[src/hdl/tsp_pkg.sv]
// ----------------------------------------------------------------------------
// tsp_pkg
// shared types, codes and helpers for the topology snapshot parser
// ----------------------------------------------------------------------------
`default_nettype none

package tsp_pkg;

    localparam logic [31:0] RESET_MAGIC = 32'h544F_5031;

    // parser phases
    localparam logic [2:0] PH_HEADER = 3'd0;
    localparam logic [2:0] PH_NODE   = 3'd1;
    localparam logic [2:0] PH_LABEL  = 3'd2;
    localparam logic [2:0] PH_LINK   = 3'd3;
    localparam logic [2:0] PH_DONE   = 3'd4;
    localparam logic [2:0] PH_ERROR  = 3'd5;

    // result kinds
    localparam logic [1:0] KIND_NODE   = 2'd0;
    localparam logic [1:0] KIND_LINK   = 2'd1;
    localparam logic [1:0] KIND_LABEL  = 2'd2;
    localparam logic [1:0] KIND_STATUS = 2'd3;

    // end status codes
    localparam logic [1:0] ST_OK        = 2'd0;
    localparam logic [1:0] ST_BAD_MAGIC = 2'd1;
    localparam logic [1:0] ST_TRUNCATED = 2'd2;
    localparam logic [1:0] ST_TRAILING  = 2'd3;

    // record byte positions
    localparam logic [4:0] HDR_LAST_POS   = 5'd7;
    localparam logic [4:0] MAGIC_LAST_POS = 5'd3;
    localparam logic [4:0] NODE_LAST_POS  = 5'd23;
    localparam logic [4:0] LINK_LAST_POS  = 5'd16;

    localparam int unsigned QUEUE_DEPTH = 4;
    localparam int unsigned QUEUE_AW    = $clog2(QUEUE_DEPTH);

    typedef struct packed {
        logic [7:0] data_byte;
        logic       is_last;
    } in_t;

    typedef struct packed {
        logic [1:0]  kind;
        logic [31:0] first_id;
        logic [31:0] second_id;
        logic [31:0] x_bits;
        logic [31:0] y_bits;
        logic [15:0] vlan;
        logic [63:0] packet_count;
        logic        operational;
        logic [7:0]  label_length;
        logic [7:0]  label_char;
        logic [1:0]  status;
        logic        last_of_run;
    } result_t;

    // results produced by one accepted byte, packed from slot a upwards
    typedef struct packed {
        logic [1:0] count;
        result_t    slot_a;
        result_t    slot_b;
    } push_t;

    // phase that follows a finished header or record
    function automatic logic [2:0] next_phase(input logic [15:0] nodes,
                                              input logic [15:0] links);
        logic [2:0] ph;
        if (nodes != 16'd0)
            ph = PH_NODE;
        else if (links != 16'd0)
            ph = PH_LINK;
        else
            ph = PH_DONE;
        return ph;
    endfunction

endpackage

`default_nettype wire

[src/hdl/tsp_decoder.sv]
// ----------------------------------------------------------------------------
// tsp_decoder
// byte-wise field assembly, record completion and end status
// ----------------------------------------------------------------------------
`default_nettype none

module tsp_decoder (
    input  wire logic           clk,
    input  wire logic           rst_n,
    input  wire logic           accept,
    input  wire tsp_pkg::in_t   word,
    input  wire logic           cfg_we,
    input  wire logic [31:0]    cfg_wdata,
    output tsp_pkg::push_t      push
);

    logic [31:0] magic_reg;
    logic [2:0]  phase_reg, phase_next;
    logic [4:0]  pos_reg, pos_next;
    logic [15:0] nodes_reg, nodes_next;
    logic [15:0] links_reg, links_next;
    logic [31:0] word_a_reg, word_a_next;
    logic [31:0] word_b_reg, word_b_next;
    logic [31:0] coord_x_reg, coord_x_next;
    logic [31:0] coord_y_reg, coord_y_next;
    logic [15:0] vlan_reg, vlan_next;
    logic [8:0]  flag_len_reg, flag_len_next;
    logic [63:0] packets_reg, packets_next;
    logic [7:0]  label_left_reg, label_left_next;
    logic [1:0]  error_reg, error_next;

    logic                 has_rec;
    tsp_pkg::result_t     rec;
    tsp_pkg::result_t     stat;
    logic [7:0]           b;

    assign b = word.data_byte;

    always_comb
    begin
        phase_next      = phase_reg;
        pos_next        = pos_reg;
        nodes_next      = nodes_reg;
        links_next      = links_reg;
        word_a_next     = word_a_reg;
        word_b_next     = word_b_reg;
        coord_x_next    = coord_x_reg;
        coord_y_next    = coord_y_reg;
        vlan_next       = vlan_reg;
        flag_len_next   = flag_len_reg;
        packets_next    = packets_reg;
        label_left_next = label_left_reg;
        error_next      = error_reg;
        has_rec         = 1'b0;
        rec             = '0;
        stat            = '0;

        case (phase_reg)
            tsp_pkg::PH_HEADER:
            begin
                if (pos_reg < 5'd4)
                    word_a_next = {word_a_reg[23:0], b};
                else if (pos_reg < 5'd6)
                    nodes_next = {nodes_reg[7:0], b};
                else
                    links_next = {links_reg[7:0], b};
                if (pos_reg == tsp_pkg::MAGIC_LAST_POS && word_a_next != magic_reg)
                begin
                    error_next = tsp_pkg::ST_BAD_MAGIC;
                    phase_next = tsp_pkg::PH_ERROR;
                end
                else if (pos_reg == tsp_pkg::HDR_LAST_POS)
                begin
                    pos_next   = 5'd0;
                    phase_next = tsp_pkg::next_phase(nodes_next, links_next);
                end
                else
                    pos_next = pos_reg + 5'd1;
            end
            tsp_pkg::PH_NODE:
            begin
                if (pos_reg < 5'd4)
                    word_a_next = {word_a_reg[23:0], b};
                else if (pos_reg < 5'd8)
                    coord_x_next = {coord_x_reg[23:0], b};
                else if (pos_reg < 5'd12)
                    coord_y_next = {coord_y_reg[23:0], b};
                else if (pos_reg < 5'd14)
                    vlan_next = {vlan_reg[7:0], b};
                else if (pos_reg == 5'd14)
                    flag_len_next = {b[0], flag_len_reg[7:0]};
                else if (pos_reg == 5'd15)
                    flag_len_next = {flag_len_reg[8], b};
                else
                    packets_next = {packets_reg[55:0], b};
                if (pos_reg == tsp_pkg::NODE_LAST_POS)
                begin
                    has_rec              = 1'b1;
                    rec.kind             = tsp_pkg::KIND_NODE;
                    rec.first_id         = word_a_reg;
                    rec.x_bits           = coord_x_reg;
                    rec.y_bits           = coord_y_reg;
                    rec.vlan             = vlan_reg;
                    rec.packet_count     = packets_next;
                    rec.operational      = flag_len_reg[8];
                    rec.label_length     = flag_len_reg[7:0];
                    nodes_next           = nodes_reg - 16'd1;
                    label_left_next      = flag_len_reg[7:0];
                    pos_next             = 5'd0;
                    if (flag_len_reg[7:0] != 8'd0)
                        phase_next = tsp_pkg::PH_LABEL;
                    else
                        phase_next = tsp_pkg::next_phase(nodes_next, links_reg);
                end
                else
                    pos_next = pos_reg + 5'd1;
            end
            tsp_pkg::PH_LABEL:
            begin
                has_rec          = 1'b1;
                rec.kind         = tsp_pkg::KIND_LABEL;
                rec.label_char   = b;
                label_left_next  = label_left_reg - 8'd1;
                if (label_left_next == 8'd0)
                begin
                    pos_next   = 5'd0;
                    phase_next = tsp_pkg::next_phase(nodes_reg, links_reg);
                end
            end
            tsp_pkg::PH_LINK:
            begin
                if (pos_reg < 5'd4)
                    word_a_next = {word_a_reg[23:0], b};
                else if (pos_reg < 5'd8)
                    word_b_next = {word_b_reg[23:0], b};
                else if (pos_reg < 5'd16)
                    packets_next = {packets_reg[55:0], b};
                if (pos_reg == tsp_pkg::LINK_LAST_POS)
                begin
                    has_rec          = 1'b1;
                    rec.kind         = tsp_pkg::KIND_LINK;
                    rec.first_id     = word_a_reg;
                    rec.second_id    = word_b_reg;
                    rec.packet_count = packets_reg;
                    rec.operational  = b[0];
                    links_next       = links_reg - 16'd1;
                    pos_next         = 5'd0;
                    phase_next       = tsp_pkg::next_phase(nodes_reg, links_next);
                end
                else
                    pos_next = pos_reg + 5'd1;
            end
            tsp_pkg::PH_DONE:
            begin
                error_next = tsp_pkg::ST_TRAILING;
                phase_next = tsp_pkg::PH_ERROR;
            end
            default:
            begin
            end
        endcase

        stat.kind        = tsp_pkg::KIND_STATUS;
        stat.last_of_run = 1'b1;
        if (error_next != tsp_pkg::ST_OK)
            stat.status = error_next;
        else if (phase_next == tsp_pkg::PH_DONE)
            stat.status = tsp_pkg::ST_OK;
        else
            stat.status = tsp_pkg::ST_TRUNCATED;

        // end of snapshot, back to a clean header phase
        if (word.is_last)
        begin
            phase_next      = tsp_pkg::PH_HEADER;
            pos_next        = '0;
            nodes_next      = '0;
            links_next      = '0;
            word_a_next     = '0;
            word_b_next     = '0;
            coord_x_next    = '0;
            coord_y_next    = '0;
            vlan_next       = '0;
            flag_len_next   = '0;
            packets_next    = '0;
            label_left_next = '0;
            error_next      = tsp_pkg::ST_OK;
        end

        rec.last_of_run = ~word.is_last;

        push = '0;
        if (has_rec)
        begin
            push.slot_a = rec;
            push.slot_b = stat;
            push.count  = word.is_last ? 2'd2 : 2'd1;
        end
        else if (word.is_last)
        begin
            push.slot_a = stat;
            push.count  = 2'd1;
        end
    end

    always_ff @(posedge clk or negedge rst_n)
    begin
        if (!rst_n)
            magic_reg <= tsp_pkg::RESET_MAGIC;
        else if (cfg_we)
            magic_reg <= cfg_wdata;
    end

    always_ff @(posedge clk or negedge rst_n)
    begin
        if (!rst_n)
        begin
            phase_reg      <= tsp_pkg::PH_HEADER;
            pos_reg        <= '0;
            nodes_reg      <= '0;
            links_reg      <= '0;
            word_a_reg     <= '0;
            word_b_reg     <= '0;
            coord_x_reg    <= '0;
            coord_y_reg    <= '0;
            vlan_reg       <= '0;
            flag_len_reg   <= '0;
            packets_reg    <= '0;
            label_left_reg <= '0;
            error_reg      <= tsp_pkg::ST_OK;
        end
        else if (accept)
        begin
            phase_reg      <= phase_next;
            pos_reg        <= pos_next;
            nodes_reg      <= nodes_next;
            links_reg      <= links_next;
            word_a_reg     <= word_a_next;
            word_b_reg     <= word_b_next;
            coord_x_reg    <= coord_x_next;
            coord_y_reg    <= coord_y_next;
            vlan_reg       <= vlan_next;
            flag_len_reg   <= flag_len_next;
            packets_reg    <= packets_next;
            label_left_reg <= label_left_next;
            error_reg      <= error_next;
        end
    end

    // an error code is only ever held in the error phase
    a_error_phase : assert property (@(posedge clk) disable iff (!rst_n)
        (error_reg != tsp_pkg::ST_OK) |-> (phase_reg == tsp_pkg::PH_ERROR))
        else $error("error code held outside error phase");

    // the last byte always leaves the parser in a clean header phase
    a_last_clears : assert property (@(posedge clk) disable iff (!rst_n)
        (accept && word.is_last) |=>
            (phase_reg == tsp_pkg::PH_HEADER && pos_reg == 5'd0 &&
             error_reg == tsp_pkg::ST_OK))
        else $error("state not cleared after last byte");

    // the label phase never runs with nothing left to send
    a_label_left : assert property (@(posedge clk) disable iff (!rst_n)
        (phase_reg == tsp_pkg::PH_LABEL) |-> (label_left_reg != 8'd0))
        else $error("label phase with empty count");

endmodule

`default_nettype wire

[src/hdl/tsp_out_queue.sv]
// ----------------------------------------------------------------------------
// tsp_out_queue
// small result queue, takes up to two words a cycle and sends one while stall is low
// ----------------------------------------------------------------------------
`default_nettype none

module tsp_out_queue (
    input  wire logic             clk,
    input  wire logic             rst_n,
    input  wire logic             push_en,
    input  wire tsp_pkg::push_t   push,
    output logic                  room,
    output logic                  valid,
    input  wire logic             stall,
    output tsp_pkg::result_t      word
);

    localparam int unsigned AW = tsp_pkg::QUEUE_AW;

    tsp_pkg::result_t entry_reg [tsp_pkg::QUEUE_DEPTH];
    logic [AW-1:0]    wr_reg, wr_next;
    logic [AW-1:0]    rd_reg, rd_next;
    logic [AW:0]      count_reg, count_next;
    logic             pop;
    logic [1:0]       n_in;

    assign n_in  = push_en ? push.count : 2'd0;
    assign pop   = valid && !stall;
    assign valid = (count_reg != '0);
    assign word  = entry_reg[rd_reg];
    // room for two more words
    assign room  = (count_reg <= (AW+1)'(tsp_pkg::QUEUE_DEPTH - 2));

    always_comb
    begin
        wr_next    = wr_reg + AW'(n_in);
        rd_next    = rd_reg + AW'(pop);
        count_next = count_reg + (AW+1)'(n_in) - (AW+1)'(pop);
    end

    always_ff @(posedge clk)
    begin
        if (n_in != 2'd0)
            entry_reg[wr_reg] <= push.slot_a;
        if (n_in == 2'd2)
            entry_reg[AW'(wr_reg + AW'(1))] <= push.slot_b;
    end

    always_ff @(posedge clk or negedge rst_n)
    begin
        if (!rst_n)
        begin
            wr_reg    <= '0;
            rd_reg    <= '0;
            count_reg <= '0;
        end
        else
        begin
            wr_reg    <= wr_next;
            rd_reg    <= rd_next;
            count_reg <= count_next;
        end
    end

    a_no_overflow : assert property (@(posedge clk) disable iff (!rst_n)
        count_reg <= (AW+1)'(tsp_pkg::QUEUE_DEPTH))
        else $error("result queue overflow");

    a_push_room : assert property (@(posedge clk) disable iff (!rst_n)
        (push_en && push.count != 2'd0) |-> room)
        else $error("push without room");

    a_pop_count : assert property (@(posedge clk) disable iff (!rst_n)
        (pop && n_in == 2'd0) |=> (count_reg == $past(count_reg) - (AW+1)'(1)))
        else $error("queue count did not drop on send");

endmodule

`default_nettype wire

[src/hdl/topology_snapshot_parser.sv]
// ----------------------------------------------------------------------------
// topology_snapshot_parser
// byte stream parser for topology snapshots: node, label and link
// words out, with an end status on the last byte
// ----------------------------------------------------------------------------
//
//  channel   handshake               payload                direction
//  -------   ---------------------   --------------------   ---------
//  byte      byte_valid/byte_stall   byte_word (in_t)       into block
//  rec       rec_valid/rec_stall     rec_word (result_t)    out of block
//  cfg       cfg_we                  cfg_wdata (magic)      into block
//
//  one byte is taken per cycle while byte_stall is low; its word is written into the queue and leaves in the
//  cycle after at the earliest; the last byte of a snapshot can give two words (record or label, then status),
//  sent one a cycle while rec_stall is low from a four-word queue
//  byte_stall rises while the queue cannot take two more words
//  reset gives the header phase and the default magic word
//  rec_stall only holds words in the queue; parsing continues until it cannot take two more words
//
`default_nettype none

module topology_snapshot_parser (
    input  wire logic              clk,
    input  wire logic              rst_n,
    input  wire logic              byte_valid,
    output logic                   byte_stall,
    input  wire tsp_pkg::in_t      byte_word,
    output logic                   rec_valid,
    input  wire logic              rec_stall,
    output tsp_pkg::result_t       rec_word,
    input  wire logic              cfg_we,
    input  wire logic [31:0]       cfg_wdata
);

    tsp_pkg::push_t push;
    logic           accept;
    logic           room;

    // a byte is taken only when the queue can hold whatever it produces
    assign byte_stall = ~room;
    assign accept     = byte_valid && room;

    // field assembly and record completion
    tsp_decoder u_decoder (
        .clk       (clk),
        .rst_n     (rst_n),
        .accept    (accept),
        .word      (byte_word),
        .cfg_we    (cfg_we),
        .cfg_wdata (cfg_wdata),
        .push      (push)
    );

    // result queue decouples the two sides
    tsp_out_queue u_queue (
        .clk     (clk),
        .rst_n   (rst_n),
        .push_en (accept),
        .push    (push),
        .room    (room),
        .valid   (rec_valid),
        .stall   (rec_stall),
        .word    (rec_word)
    );

endmodule

`default_nettype wire

[config.mk]
export PLATFORM = sky130hd
export DESIGN_NAME = topology_snapshot_parser
export DESIGN_NICKNAME = d
export VERILOG_FILES = /design/src/hdl/tsp_pkg.sv /design/src/hdl/tsp_decoder.sv /design/src/hdl/tsp_out_queue.sv /design/src/hdl/topology_snapshot_parser.sv
export SDC_FILE = /design/constraint.sdc
export NUM_CORES = 2
export LEC_CHECK = 0
export BUFFER_PORTS_ARGS = -buffer_cell sky130_fd_sc_hd__clkbuf_2
export CORE_MARGIN = 2
export CORE_UTILIZATION = 50
export DETAILED_ROUTE_END_ITERATION = 8
export HOLD_SLACK_MARGIN = 0.03
export PLACE_DENSITY = 0.68
export SLEW_MARGIN = 5
export SYNTH_ARGS = -nofsm -noshare
export SYNTH_HDL_FRONTEND = slang
export SYNTH_SLANG_ARGS = --single-unit
[constraint.sdc]
create_clock -name clk -period 4.6 [get_ports clk]
set_input_delay 0.23 -clock clk [delete_from_list [all_inputs] [get_ports clk]]
set_output_delay 0.23 -clock clk [all_outputs]
set_load 0.02 [all_outputs]
==> metrics <==
status=completed; RSZ-0062 raised after global routing=no; VDD IR max=roughly 0.00043 V; Port-buffer cells=~280; Seq/Total Area, Yosys=between 50% and 60%; Routed wire per std cell=24.17 um; Post-DP Area=51720 um2; setup TNS=0 ps; syn nets=4343; final non-filler cell area=around 56000 um2; ys async rst share=24.96%; top post-synthesis cells by area=dfxtp_1, dfrtp_1, mux4_2; sequential fraction of design power=42.6%; maximum root-to-sink buffer count=3; DRC viols=0; # setup viols final=0; DR vias=roughly 37000; Synth Register Bits=roughly 1200; Die H=between 300 and 400 um; Psw=a little over 0.01 W; Yosys top cell area share=36.59%; Worst Setup End Kind=flip-flop; internal power=about 0.02 W; Crit path arrival time=between 4000 and 5000 ps; reg2reg path depth=10; routability cong.=between 0.9 and 1; top_reg_cell synth=dfxtp_1; Slew HR=between 10% and 20%; Ys Warns=0; vias in the first global route=approximately 37000; CTS Root Cell=clkbuf_16; most common cell after layout, fill and taps aside=dfxtp_1; Yosys cell types=just under 80; clock-pin slew on the worst setup and hold paths=about 60 ps; Req. time, crit path=approximately 5300 ps; Die Area=101000 um2; max-slew violation count=0; Mapped Cells=between 4000 and 5000; Remaining Overflow, GRT=0; Core Area=between 90000 and 100000 um2; GRT Total Usage=about 27%; leakage power=roughly 21 nW; Clock Latency Late Sink=between 700 and 800 ps; PostCTS Resize Cnt=0; Slew @ Worst Pin=between 1000 and 1500 ps; period utilization=85.41%; Hold WC Path Type=in2async; Hold Violations, Final=0; clock skew=just over 20 ps; element type at the critical path start=flip-flop; flip-flop count of the largest register, all copies and words added=approximately 900; Total Routed Length=139.3 mm; Comb power frac=a little under a quarter; Crit-path slowest cell=or3_4; most frequent cells in the layout=dfxtp_1, nand2_1, a32o_1; Site Rows=115; worst stage delay on the critical path=570 ps; number of synthesized flops with an enable pin=20; Avg Inst Size Synth=roughly 12 um2; Clock power frac=a little over a third; H-tree depth reported by CTS=4; layout cells sized above 1=about a fifth; nets@finish=approximately 4400; Iteration-0 DRC Markers=3810; DR pass1 iterations=8; FILL cells=about 8100; initial core utilization=50.25%; largest net degree at the start of global routing=roughly 220; min cycle time layout=slightly below 4000 ps; critical path type=reg2reg; Yosys top cell by area=dfxtp_1; hpwl dp=79.73 mm; Netlist Area Pre-Place=a little under 50000 um2; setup repair bufs after CTS=0; vias per cell=6.486; CTS Buf Count=approximately 130; pwr/cell area=between 500 and 600 nW/um2; Sw Share=around a third; Area growth syn-to-layout=14.61%; first-pass GRT wire length=roughly 220 mm; initial antenna violation count=4; CP Max Fanout=40; maxcap violations=0; FF+latch area=26300 um2; maximum clock frequency=approximately 250 MHz; Multi-input gate area=approximately 21000 um2; # IOs=approximately 280; CTS Sinks=about 1200; CTS tree=yes; CP cell instances=ha_1, nand4b_1, nor2_1, nand2_1, a21oi_1, ha_1, nor2_1, or3_4, buf_4, a22o_1; post-route ant nets=0; die width=~320 um
==> layer usage <==
metal	wire length, um	global-route usage [%]
met5	0	0
met4	3675	8.952
met3	10510	5.292
met2	65310	42.90
met1	59770	37.39
==> kinds of logic (layout without fill, tap and decap cells) <==
| logic type | after synthesis | in the layout | synth area share (%) |
|---|---|---|---|
| compound gates | 1451 | 1451 | 22.66 |
| xor+xnor | 50 | 50 | 0.8894 |
| fa+ha+maj | 17 | 17 | 0.4472 |
| buf+inv | 485 | 677 | 3.779 |
| flops | 1226 | 1226 | 53.40 |
| mux | 296 | 296 | 11.95 |
| other cells | 0 | 2 | 0 |
| simple gates | 755 | 755 | 6.874 |
==> through the flow <==
stage	instances	setup slack, ps	total power (W)	util (%)	hold WS, ps
3_3_place_gp	5479	891.4	0.01974	52.79	265.9
6_report	5761	671.1	0.03019	57.59	34.66
3_5_place_dp	5479	779.1	0.01983	52.79	275.1
4_1_cts	5759	766.5	0.03032	57.58	41.19
5_1_grt	5760	426.2	0.03150	57.59	57.90
2_1_floorplan	4280	1094	0.01741	-	-65.59
==> path summary, 6_finish.rpt <==
path	from	to	slack, ps
max in group asynchronous	rst_n	u_decoder.links_reg[9]	3320
max reg2reg	u_decoder.pos_reg[1]	u_queue.entry_reg[2][168]	670
max	u_decoder.pos_reg[1]	u_queue.entry_reg[2][168]	670
min in group clk	byte_word[5]	u_decoder.word_b_reg[4]	80
min reg2reg	u_queue.entry_reg[2][81]	u_queue.entry_reg[2][81]	440
min	rst_n	u_decoder.vlan_reg[8]	30
==> worst max-delay path: cells and delay by family (launching register included) <==
kind / cells / cell delay [ps]
simple gates: 5 / 1420
flops: 1 / 560
fa+ha+maj: 2 / 780
compound gates: 2 / 570
buf+inv: 1 / 500
==> power groups by stage <==
stage	Sequential (W)	Clock, W	Combinational, W
2_1_floorplan	0.0121	0	0.00533
3_3_place_gp	0.0130	0	0.00673
3_5_place_dp	0.0130	0	0.00681
4_1_cts	0.0128	0.0107	0.00685
5_1_grt	0.0130	0.0111	0.00740
6_report	0.0129	0.0105	0.00684
==> cells in the mapped netlist (10+ instances only) <==
cell and number:
edfxtp_1 20, dfstp_2 13, a22o_1 383, mux2_2 34, nor2_1 93, nand2_1 442
a32o_1 384, mux2i_1 31, a21oi_1 56, buf_1 50, o21ai_1 278, ha_1 16
dfrtp_1 293, o22ai_1 17, nand4_1 13, nor4_1 19, inv_1 29, or3_1 15
mux4_2 230, clkbuf_1 393, o41ai_1 10, dfxtp_1 900, nand2b_1 50, nand3_1 24
a22oi_1 100, xnor2_1 39, nor3_1 42, o21ai_0 157, xor2_1 11
==> area by class of cell <==
| cell class | instances | area share (%) |
|---|---|---|
| Antenna cell | 2 | 0.008869 |
| Clock buffer | 204 | 6.987 |
| Clock inverter | 40 | 0.7073 |
| Inverter | 34 | 0.2262 |
| Multi-Input combinational cell | 2569 | 37.66 |
| Sequential cell | 1226 | 46.60 |
| Tap cell | 1287 | 2.854 |
| Timing Repair Buffer | 399 | 4.949 |
==> what timing repair did <==
item                                   CTS  global route
endpoints found under the hold margin  118             0
hold buffers                            36             0
setup endpoints to repair                0             0
Note: power is estimated with default switching activity, not from simulation.
